### config.mk
export PLATFORM = sky130hd
export DESIGN_NAME = gdda_ctrl
export DESIGN_NICKNAME = d
export VERILOG_FILES = /design/src/rtl/gdda_pkg.sv /design/src/rtl/gdda_ctrl.sv
export SDC_FILE = /design/constraint.sdc
export NUM_CORES = 1
export LEC_CHECK = 0
export ABC_CLOCK_PERIOD_IN_PS = 2200
export CAP_MARGIN = 20
export CORE_ASPECT_RATIO = 0.75
export CORE_MARGIN = 2
export CORE_UTILIZATION = 30
export DETAILED_ROUTE_END_ITERATION = 7
export DONT_BUFFER_PORTS = 1
export PLACE_DENSITY = 0.55
export SYNTH_ARGS = -nofsm -noshare
export SYNTH_HDL_FRONTEND = slang
export SYNTH_SLANG_ARGS = --single-unit
### constraint.sdc
create_clock -name i_clk -period 2.2 [get_ports i_clk]
set_input_delay 0 -clock i_clk [delete_from_list [all_inputs] [get_ports i_clk]]
set_output_delay 0 -clock i_clk [all_outputs]
set_load 0.1 [all_outputs]
### src/rtl/gdda_pkg.sv
// Shared types, constants and helpers of the grid DDA ray caster.
// Depends on nothing; every file of the block but gdda_ram imports it.
package gdda_pkg;

    localparam int MAP_DIM   = 64;
    localparam int MAX_RANGE = 100;

    localparam int CELL_W    = $clog2(MAP_DIM);
    localparam int MAP_DEPTH = MAP_DIM * MAP_DIM;
    localparam int ADDR_W    = $clog2(MAP_DEPTH);

    // Crossing distances, the scaled parameter and the sample positions.
    localparam int T_W   = 34;
    localparam int DIV_W = 33;
    localparam int DEN_W = 18;
    localparam int S_W   = 35;
    localparam int P_W   = 38;

    localparam logic [T_W-1:0]   SENTINEL_T = T_W'(64'd99999 * 64'd65536);
    localparam logic [T_W-1:0]   LIM_T      = T_W'(64'(MAX_RANGE) * 64'd65536);
    localparam logic [DEN_W-1:0] NEAR_ZERO  = DEN_W'(7);
    localparam logic [16:0]      SCALE_101  = 17'd66191;

    typedef enum logic [1:0] {
        REG_MAP_WIDTH  = 2'd0,
        REG_MAP_HEIGHT = 2'd1,
        REG_SPARE_2    = 2'd2,
        REG_SPARE_3    = 2'd3
    } t_cfg_idx;

    typedef enum logic [1:0] {
        OUT_WALL  = 2'd0,
        OUT_EXIT  = 2'd1,
        OUT_RANGE = 2'd2
    } t_outcome;

    typedef enum logic [1:0] {
        OP_FIRST_X = 2'd0,
        OP_FIRST_Y = 2'd1,
        OP_STEP_X  = 2'd2,
        OP_STEP_Y  = 2'd3
    } t_div_op;

    typedef enum logic [3:0] {
        S_IDLE,
        S_DIV_GO,
        S_DIV_WAIT,
        S_MIN,
        S_SCALE,
        S_MUL,
        S_POS,
        S_CHECK,
        S_LOOK,
        S_FINISH
    } t_state;

    typedef struct packed {
        logic     map_wr;
        logic     load_ray;
        logic     div_start;
        logic     div_store;
        t_div_op  div_op;
        logic     step_min;
        logic     step_scale;
        logic     step_mul;
        logic     step_pos;
        logic     rd_en;
        logic     capture;
        logic     out_load;
        t_outcome outcome;
    } t_cmd;

    typedef struct packed {
        logic div_done;
        logic oob;
        logic cell_nz;
        logic in_range;
    } t_stat;

    function automatic logic [ADDR_W-1:0] cell_addr(input logic [CELL_W-1:0] cx,
                                                   input logic [CELL_W-1:0] cy);
        return ADDR_W'(int'(cy) * MAP_DIM + int'(cx));
    endfunction

endpackage

### src/rtl/gdda_ctrl.sv
// Controller of the ray caster: sequences the reciprocals and the march and
// owns the handshakes. Depends on gdda_pkg.
module gdda_ctrl
    import gdda_pkg::*;
(
    input  logic  i_clk,
    input  logic  i_rst_n,
    input  logic  i_valid,
    input  logic  i_kind,
    output logic  o_ready,
    output logic  o_valid,
    input  logic  i_out_ready,
    input  t_stat i_stat,
    output t_cmd  o_cmd
);
    t_state   r_state, n_state;
    t_div_op  r_op, n_op;
    t_outcome r_outcome, n_outcome;
    logic     r_out_valid, n_out_valid;
    logic     out_free;

    assign out_free = !r_out_valid || i_out_ready;

    always_comb begin
        n_state   = r_state;
        n_op      = r_op;
        n_outcome = r_outcome;
        unique case (r_state)
            S_IDLE: begin
                if (i_valid && i_kind) begin
                    n_state = S_DIV_GO;
                    n_op    = OP_FIRST_X;
                end
            end
            S_DIV_GO:   n_state = S_DIV_WAIT;
            S_DIV_WAIT: begin
                if (i_stat.div_done) begin
                    if (r_op == OP_STEP_Y) begin
                        n_state = S_MIN;
                    end else begin
                        n_state = S_DIV_GO;
                        n_op    = t_div_op'(r_op + 2'd1);
                    end
                end
            end
            S_MIN:   n_state = S_SCALE;
            S_SCALE: n_state = S_MUL;
            S_MUL:   n_state = S_POS;
            S_POS:   n_state = S_CHECK;
            S_CHECK: begin
                if (i_stat.oob) begin
                    n_state   = S_FINISH;
                    n_outcome = OUT_EXIT;
                end else begin
                    n_state = S_LOOK;
                end
            end
            S_LOOK: begin
                priority if (i_stat.cell_nz) begin
                    n_state   = S_FINISH;
                    n_outcome = OUT_WALL;
                end else if (i_stat.in_range) begin
                    n_state = S_MIN;
                end else begin
                    n_state   = S_FINISH;
                    n_outcome = OUT_RANGE;
                end
            end
            S_FINISH: begin
                if (out_free) begin
                    n_state = S_IDLE;
                end
            end
            default: n_state = S_IDLE;
        endcase
    end

    always_comb begin
        o_cmd            = '0;
        o_cmd.div_op     = r_op;
        o_cmd.outcome    = r_outcome;
        o_cmd.map_wr     = (r_state == S_IDLE) && i_valid && !i_kind;
        o_cmd.load_ray   = (r_state == S_IDLE) && i_valid && i_kind;
        o_cmd.div_start  = r_state == S_DIV_GO;
        o_cmd.div_store  = (r_state == S_DIV_WAIT) && i_stat.div_done;
        o_cmd.step_min   = r_state == S_MIN;
        o_cmd.step_scale = r_state == S_SCALE;
        o_cmd.step_mul   = r_state == S_MUL;
        o_cmd.step_pos   = r_state == S_POS;
        o_cmd.rd_en      = (r_state == S_CHECK) && !i_stat.oob;
        o_cmd.capture    = r_state == S_LOOK;
        o_cmd.out_load   = (r_state == S_FINISH) && out_free;
        o_ready          = r_state == S_IDLE;
        n_out_valid      = o_cmd.out_load || (r_out_valid && !i_out_ready);
    end

    always_ff @(posedge i_clk) begin
        if (!i_rst_n) begin
            r_state     <= S_IDLE;
            r_op        <= OP_FIRST_X;
            r_outcome   <= OUT_RANGE;
            r_out_valid <= 1'b0;
        end else begin
            r_state     <= n_state;
            r_op        <= n_op;
            r_outcome   <= n_outcome;
            r_out_valid <= n_out_valid;
        end
    end

    assign o_valid = r_out_valid;
endmodule
==> impl_metrics.json, run 1 <==
{
  "grt_use_total": 0.137,
  "fin_hold_ws_ns": 0.00617,
  "power.leakage_nw": 0.350,
  "fp.dieArea_um2": 2540,
  "num_vias": 643,
  "worstSkewPairLatency_ns": 0.26,
  "ys_types": 32,
  "grt.overflow.total": 0,
  "netlist_area_um2": 646,
  "die_width_um": 57.6,
  "cts_tree": "built",
  "wl_met2_um": 705,
  "firstDrtPassIters": 4,
  "slowest_delay_ns": 0.70,
  "area_delta_synth_final_pct": 40.5,
  "antenna_found_initial": 0,
  "max_freq_mhz": 482,
  "yosys.area.top_type": "dfxtp_1",
  "io_pins": 26,
  "drtAntennaViolNets": 0,
  "path_buf_inv": 1,
  "max_cap_violations": 0,
  "crit_arrival_ns": 2.22,
  "core_area_um2": 2010,
  "yosysWarnings": 0,
  "cts-root-buf": "clkbuf_4",
  "layout_worst_path_cycle_share": 0.944,
  "ir_drop_uv": 489,
  "yosys-top-cells-area": "dfxtp_1 28%, nand2b_1 5.8%, nor2_1 5.2%",
  "syn_area_per_cell_um2": 7.69,
  "via_per_inst": 5.14,
  "wl_per_cell_um": 12.9,
  "syn_nets": 94,
  "gp_congestion": 0.757,
  "p_total_uw": 542,
  "grt_start_max_net_pins": 21,
  "clock_sinks": 9,
  "grt_pass1_wl_um": 2690,
  "die_h_um": 44.2,
  "drv_slew": 0,
  "ctsLongestPathBuffers": 2,
  "synth.top_cell.area_share": 0.279,
  "drc": 0,
  "outcome": "completed",
  "cp-start-kind": "flop",
  "clock_skew_ns": 0.00426,
  "cts_setup_buffers": 0,
  "synth_edf_count": 0,
  "slew_headroom": 0.607,
  "drive_gt1_frac": 0.356,
  "cp_cell_sequence": "nor4b_4 -> o2bb2ai_1 -> o21ai_0 -> dlygate4sd3_1",
  "grt_pass1_vias": 599,
  "synth_seq_area_share": 0.279,
  "cp.required_ns": 2.34,
  "yosys_register_bits": 9,
  "drtIter0Drc": 6,
  "end_kind": "flop",
  "critPathSlowestCell": "dfxtp_1",
  "cts_buffers": 3,
  "tightest_slew_ns": 0.588,
  "clk_pin_slew_worst_paths_ns": 0.07,
  "async_reset_ff_frac": 0,
  "numPortBuffers": 0,
  "cpLargestDelayFamily": "flip-flops",
  "crit_type": "reg -> reg",
  "met1_length_um": 771,
  "p_per_area_nw_per_um2": 598,
  "hold_class": "in -> reg",
  "cts_max_level": 1,
  "dp_hpwl_um": 1180,
  "start_util": 0.320,
  "worstPathMaxFanout": 14,
  "rows": 14,
  "synth_flop_cell": "dfxtp_1",
  "syn_inst": 84,
  "multi_input_area_um2": 489,
  "wirelength_um": 1610,
  "top_layer": "met4",
  "route.met3.wl_um": 129,
  "layout_min_cycle_time_ns": 2.08,
  "n_fill_cell": 211,
  "nNetsFinal": 112,
  "regArea_um2": 184,
  "diodes": 0,
  "setup_violations": 0,
  "rsz0062_at_grt": "no",
  "finalHoldViolCount": 0
}
registers in the layout, summed over array words and instances (netlist names):
signal	count
r_state	4
r_op	2
r_outcome	2
o_valid	1
worst paths after layout:
kind	start	endpoint	slack, ns	cells after the start
worst max register to register	r_state[3]	r_outcome[1]	0.12	4
worst min register to register	o_valid	o_valid	0.58	2
worst max-delay path	r_state[3]	r_outcome[1]	0.12	4
worst min-delay path	i_valid	r_state[3]	0.006	2
Yosys cell counts, types with 2 or more instances:
cell type  count
nand2b_1       6
a2111oi_2      2
and2_1         2
mux2i_1        2
nor3b_1        4
a21oi_1        3
nand2_1        6
a211o_1        2
clkbuf_1       3
o21ai_0        3
nor3_1         4
nand3b_1       3
dfxtp_1        9
nand3_1        2
buf_2          2
inv_1          6
buf_1          2
nor2_1         9
per-stage QoR:
| step | TNS [ns] | setup WS (ns) | utilization | cells | instance area (um2) |
|---|---|---|---|---|---|
| finish | 0 | 0.123 | 0.450 | 125 | 907 |
| global route | 0 | 0.00537 | 0.450 | 125 | 907 |
| CTS | 0 | 0.0754 | 0.448 | 125 | 903 |
| detailed placement | 0 | 0.407 | 0.425 | 119 | 857 |
| global placement | 0 | 0.481 | 0.425 | 119 | 857 |
| floorplan | -0.0989 | -0.0989 | - | 84 | 687 |
what timing repair did:
item / in CTS / in global routing
setup endpoints to repair: 0 / 1
resized for setup: 0 / 3
endpoints found under the hold margin: 9 / 0
hold buffers: 2 / 0
cells in the final DEF (no fill, tap or decap), drive strengths merged, types with 2 or more instances in the layout:
cell type / n
a211o: 2
buf: 18
a2111oi: 2
and2: 2
nor3: 4
inv: 6
a21oi: 3
nor3b: 4
nand2: 6
dfxtp: 9
o21ai: 3
dlygate4sd3: 2
nor2: 9
mux2i: 2
nand3b: 3
nor4b: 2
nand3: 2
nand2b: 6
clkbuf: 4
kinds of logic after synthesis:
family / Yosys count / share of synthesized area
compound gates: 16 / 0.200
xor+xnor: 1 / 0.0136
fa+ha+maj: 1 / 0.0194
buf+inv: 13 / 0.0795
flops: 9 / 0.279
mux: 2 / 0.0310
simple gates: 42 / 0.378
cell type report:
| cell class | instances | area share |
|---|---|---|
| Sequential cell | 9 | 0.203 |
| Timing Repair Buffer | 20 | 0.171 |
| Clock buffer | 4 | 0.0290 |
| Inverter | 6 | 0.0248 |
| Multi-Input combinational cell | 62 | 0.539 |
| Tap cell | 24 | 0.0331 |
where the power goes:
group          internal [mW]  switching (mW)  leakage [nW]  total [mW]
Sequential             0.170          0.0264        0.0742       0.197
Combinational         0.0610           0.152         0.261       0.213
Clock                 0.0701          0.0626        0.0150       0.133
per-layer routing:
layer	GRT usage	vias to the layer above
met5	0	-
met4	0.0698	0
met3	0.0409	2
met2	0.207	21
met1	0.178	286
li1	-	334
Note: power is estimated with default switching activity, not from simulation.
==> run 2: changes to the inputs <==
--- a/config.mk
+++ b/config.mk
@@ -7,12 +7,11 @@
 export LEC_CHECK = 0
 export ABC_CLOCK_PERIOD_IN_PS = 2200
 export CAP_MARGIN = 20
-export CORE_ASPECT_RATIO = 0.75
-export CORE_MARGIN = 2
-export CORE_UTILIZATION = 30
+export CORE_AREA = 2 2 39 41
 export DETAILED_ROUTE_END_ITERATION = 7
+export DIE_AREA = 0 0 41 43
 export DONT_BUFFER_PORTS = 1
-export PLACE_DENSITY = 0.55
+export PLACE_DENSITY = 0.74
 export SYNTH_ARGS = -nofsm -noshare
 export SYNTH_HDL_FRONTEND = slang
 export SYNTH_SLANG_ARGS = --single-unit
==> run 2 against run 1 <==
Net effect: clock power about the same; register-to-register slack about the same; maximum frequency increased by 0.45%; wire length decreased by 4.2%; global-route usage increased by 7.2 points; largest cell class unchanged; highest routed layer is now met3.
==> impl_metrics.json, run 2 (same netlist as run 1, synthesis figures left out) <==
{
  "layout_min_cycle_time_ns": 2.07,
  "clock_sinks": 9,
  "grt.busiest_layer": "met2",
  "clock_skew_ns": 0.000609,
  "use_met1": 0.258,
  "p_total_uw": 539,
  "max_cap_violations": 0,
  "reg2reg_to": "r_outcome[1]",
  "io_pins": 26,
  "cts_tree": "built",
  "crit_arrival_ns": 2.21,
  "setup_violations": 0,
  "holdPathStages": 2,
  "nNetsFinal": 113,
  "hp-start": "i_valid",
  "layout_commonest_cell": "buf_4",
  "grt_pass1_vias": 623,
  "worstSkewPairLatency_ns": 0.26,
  "max_freq_mhz": 484,
  "worst_slack_ns": 0.133,
  "drtAntennaViolNets": 0,
  "wirelength_um": 1540,
  "worstPathMaxFanout": 14,
  "dp_hpwl_um": 1120,
  "numPortBuffers": 0,
  "wl_per_cell_um": 13.1,
  "start_util": 0.467,
  "drtIter0Drc": 8,
  "layout_worst_path_cycle_share": 0.940,
  "grt_use_total": 0.209,
  "num_vias": 668,
  "cp-start-kind": "flop",
  "die_h_um": 43,
  "dp_slack_ns": 0.448,
  "tns_ns": 0,
  "gr-usage-met3": 0.0471,
  "fin_hold_ws_ns": 0.00530,
  "slew_headroom": 0.631,
  "regMostFlops": "r_state",
  "grt.overflow.total": 0,
  "finalHoldViolCount": 0,
  "tightest_slew_ns": 0.553,
  "drc": 0,
  "drv_slew": 0,
  "end_kind": "flop",
  "die_width_um": 41,
  "rsz0062_at_grt": "no",
  "diodes": 0,
  "min_to": "r_state[3]",
  "cp.required_ns": 2.34,
  "cts_buffers": 3,
  "gp_congestion": 0.761,
  "core_area_um2": 1380,
  "area_delta_synth_final_pct": 40.3,
  "reg.largest.list": "r_state: 4 flops, r_op: 2 flops, r_outcome: 2 flops",
  "antenna_found_initial": 0,
  "p_per_area_nw_per_um2": 595,
  "outcome": "completed",
  "final_cell_mix": "18 x buf_4, 7 x dfxtp_1, 6 x nand2_1, 6 x nand2b_1, 6 x inv_1",
  "cts-root-buf": "clkbuf_4",
  "grt_start_max_net_pins": 21,
  "clk_pin_slew_worst_paths_ns": 0.06,
  "firstDrtPassIters": 4,
  "grt_pass1_wl_um": 2620,
  "cts_max_level": 1,
  "ir_drop_uv": 588,
  "fp.dieArea_um2": 1760,
  "via_per_inst": 5.66,
  "grt_use_met2": 0.344,
  "regToRegSetupSlack_ns": 0.13,
  "ctsLongestPathBuffers": 2,
  "crit_type": "reg -> reg",
  "reg2reg_from": "r_state[3]",
  "hold_class": "in -> reg",
  "largest_reg_flops": 4,
  "rows": 14,
  "rr_worst_depth": 4,
  "drive_gt1_frac": 0.343,
  "power.leakage_nw": 0.354
}
[run 2: area by class of cell]
cell class              count  area [um2]
multi-input cells          62         489
fillers                   128         478
flip-flops and latches      9         183
repair buffers             21         165
clock buffers               4        26.3
inverters                   6        22.5
well taps                  16        20.0
[run 2: critical path: stages, from the launching register on]
cell	delay [ns]
dfxtp_1	0.67
nor4b_4	0.41
o2bb2ai_1	0.16
o21ai_0	0.12
dlygate4sd3_1	0.59
[run 2: timing repair]
action                                 in CTS  in global routing
hold buffers                                3                  0
endpoints found under the hold margin       9                  0
setup buffers                               0                  0
resized for setup                           0                  2
setup endpoints to repair                   0                  1
[run 2: how the worst max path moves through the flow]
stage / startpoint / to / slack [ns] / depth (start not counted)
finish: r_state[3] / r_outcome[1] / 0.13 / 4
global route: r_state[3] / r_outcome[1] / 0.06 / 4
CTS: r_state[2] / r_outcome[1] / 0.09 / 4
detailed placement: r_state[3] / r_state[3] / 0.45 / 3
global placement: r_state[3] / r_state[3] / 0.48 / 3
floorplan: r_state[0] / o_cmd[14] / -0.1 / 3
[run 2: layer usage]
layer	wire, um	vias up
met1	625	305
met2	815	23
li1	-	340
met3	101	0
met5	0	-
met4	0	0
[run 2: stage by stage]
stage / utilization / instances / instance area, um2
floorplan: - / 84 / 687
global placement: 0.612 / 111 / 847
detailed placement: 0.612 / 111 / 847
CTS: 0.653 / 118 / 903
global route: 0.655 / 118 / 906
finish: 0.655 / 118 / 906
[run 2: power breakdown]
part           internal (mW)  leakage [nW]  switching (mW)
logic                 0.0620         0.265           0.152
registers              0.170        0.0738          0.0260
clock network         0.0700        0.0150          0.0600
==> run 3: changes to the inputs <==
--- a/config.mk
+++ b/config.mk
@@ -12,6 +12,7 @@
 export DIE_AREA = 0 0 41 43
 export DONT_BUFFER_PORTS = 1
 export PLACE_DENSITY = 0.74
+export SETUP_SLACK_MARGIN = 0.3
 export SYNTH_ARGS = -nofsm -noshare
 export SYNTH_HDL_FRONTEND = slang
 export SYNTH_SLANG_ARGS = --single-unit
==> run 3 against run 2 <==
Net effect: final cell count up 1.7%; count of clock-buffer cells in the layout unchanged; wire length down 1.6%; first-iteration DRC count rose to 2.5 times the previous value; cell area up 2.8%; non-clock buffer count up 2; critical path type is now reg -> out; highest routed layer is now met4.
==> impl_metrics.json, run 3 (same netlist as run 1, synthesis figures left out) <==
{
  "outcome": "completed",
  "final_cell_mix": "18 x buf_4, 7 x dfxtp_1, 6 x nand2_1, 6 x nand2b_1, 6 x inv_1",
  "power.leakage_nw": 0.368,
  "layout_worst_path_cycle_share": 0.836,
  "fp.dieArea_um2": 1760,
  "regMostFlops": "r_state",
  "drtAntennaViolNets": 0,
  "worstPathMaxFanout": 14,
  "setup_violations": 0,
  "fin_hold_ws_ns": 0.0167,
  "gp_congestion": 0.789,
  "core_area_um2": 1380,
  "drtIter0Drc": 20,
  "nNetsFinal": 115,
  "critPathSlowestCell": "or4_4",
  "clk_pin_slew_worst_paths_ns": 0.06,
  "cts_tree": "built",
  "stdcell_area_um2": 931,
  "max_freq_mhz": 544,
  "area_delta_synth_final_pct": 44.2,
  "wl_per_cell_um": 12.7,
  "cts_max_level": 1,
  "tightest_slew_ns": 0.555,
  "grt_use_met2": 0.306,
  "cts-root-buf": "clkbuf_4",
  "clock_sinks": 9,
  "rows": 14,
  "worstSkewPairLatency_ns": 0.26,
  "layout_min_cycle_time_ns": 1.84,
  "antenna_found_initial": 0,
  "grt.busiest_layer": "met2",
  "cp_cell_sequence": "or4_4 -> nor3b_4 -> buf_6",
  "numPortBuffers": 0,
  "dp_hpwl_um": 1120,
  "die_width_um": 41,
  "dpl.cell_count": 112,
  "hold_class": "in -> reg",
  "firstDrtPassIters": 4,
  "grt.overflow.total": 0,
  "reg.largest.list": "r_state: 4 flops, r_op: 2 flops, r_outcome: 2 flops",
  "ir_drop_uv": 390,
  "p_per_area_nw_per_um2": 592,
  "die_h_um": 43,
  "largest_reg_flops": 4,
  "use_met1": 0.266,
  "cts_setup_buffers": 0,
  "cpLargestDelayFamily": "simple AND/OR/NAND/NOR gates",
  "drc": 0,
  "finalHoldViolCount": 0,
  "wirelength_um": 1520,
  "slew_headroom": 0.630,
  "grt_start_max_net_pins": 21,
  "grt_pass1_vias": 589,
  "crit_type": "reg -> out",
  "num_vias": 663,
  "via_per_inst": 5.53,
  "cp.required_ns": 2.20,
  "drive_gt1_frac": 0.356,
  "ctsLongestPathBuffers": 2,
  "n_fill_cell": 109,
  "rsz0062_at_grt": "no",
  "start_util": 0.467,
  "max_cap_violations": 0,
  "cts_buffers": 3,
  "crit_arrival_ns": 1.84,
  "slowest_delay_ns": 0.65,
  "layout_commonest_cell": "buf_4",
  "path_buf_inv": 1,
  "gr-usage-met3": 0.0628,
  "finalNonFillerCells": 120,
  "drv_slew": 0,
  "placed_cell_area_um2": 856,
  "diodes": 0,
  "end_kind": "output pin",
  "io_pins": 26,
  "cp-start-kind": "flop",
  "grt_use_total": 0.202,
  "grt_pass1_wl_um": 2470,
  "clock_skew_ns": 0.00178
}
run 3: cell types whose count changed in the layout (fill, tap and decap cells not counted), sizes merged:
cell         previous run  this run
dlygate4sd3             3         4
buf                    18        19
run 3: timing repair:
item,CTS,global route
hold buffers,4,0
gates cloned,0,0
pin swaps,0,0
hold endpoints to repair,9,0
setup endpoints to repair,3,2
resized for setup,2,1
run 3: per-stage QoR:
| step | TNS, ns | setup WS, ns | total power [mW] | utilization |
|---|---|---|---|---|
| finish | 0 | 0.361 | 0.551 | 0.673 |
| global route | 0 | 0.307 | 0.577 | 0.673 |
| CTS | 0 | 0.302 | 0.549 | 0.670 |
| detailed placement | 0 | 0.438 | 0.409 | 0.618 |
| global placement | 0 | 0.484 | 0.406 | 0.618 |
| floorplan | -0.0528 | -0.0528 | 0.377 | - |
run 3: path summary, 6_finish.rpt:
check                    end  slack, ns  cells after the start         from
hold / removal       o_valid       0.02                      2  i_out_ready
setup / recovery   o_cmd[14]       0.36                      3   r_state[3]
hold reg to reg      o_valid       0.57                      2      o_valid
setup reg to reg  r_state[3]       0.40                      3   r_state[3]
run 3: area by class of cell:
class                   instances  area [um2]  area share
clock buffers                   4        26.3      0.0282
flip-flops and latches          9         183       0.196
multi-input cells              62         493       0.530
repair buffers                 23         186       0.200
well taps                      16        20.0      0.0215
inverters                       6        22.5      0.0242
run 3: routing by layer:
layer	wire [um]	part of all wire	vias up
li1	-	-	337
met5	0	0	-
met3	71	0.047	2
met1	654	0.43	308
met2	783	0.52	16
met4	8	0.0053	0
run 3: report_power, final:
| part | leakage, nW | switching (mW) | internal (mW) | total [mW] |
|---|---|---|---|---|
| registers | 0.0738 | 0.0185 | 0.169 | 0.188 |
| logic | 0.279 | 0.162 | 0.0700 | 0.232 |
| clock network | 0.0150 | 0.0619 | 0.0701 | 0.132 |
| total | 0.368 | 0.242 | 0.309 | 0.551 |
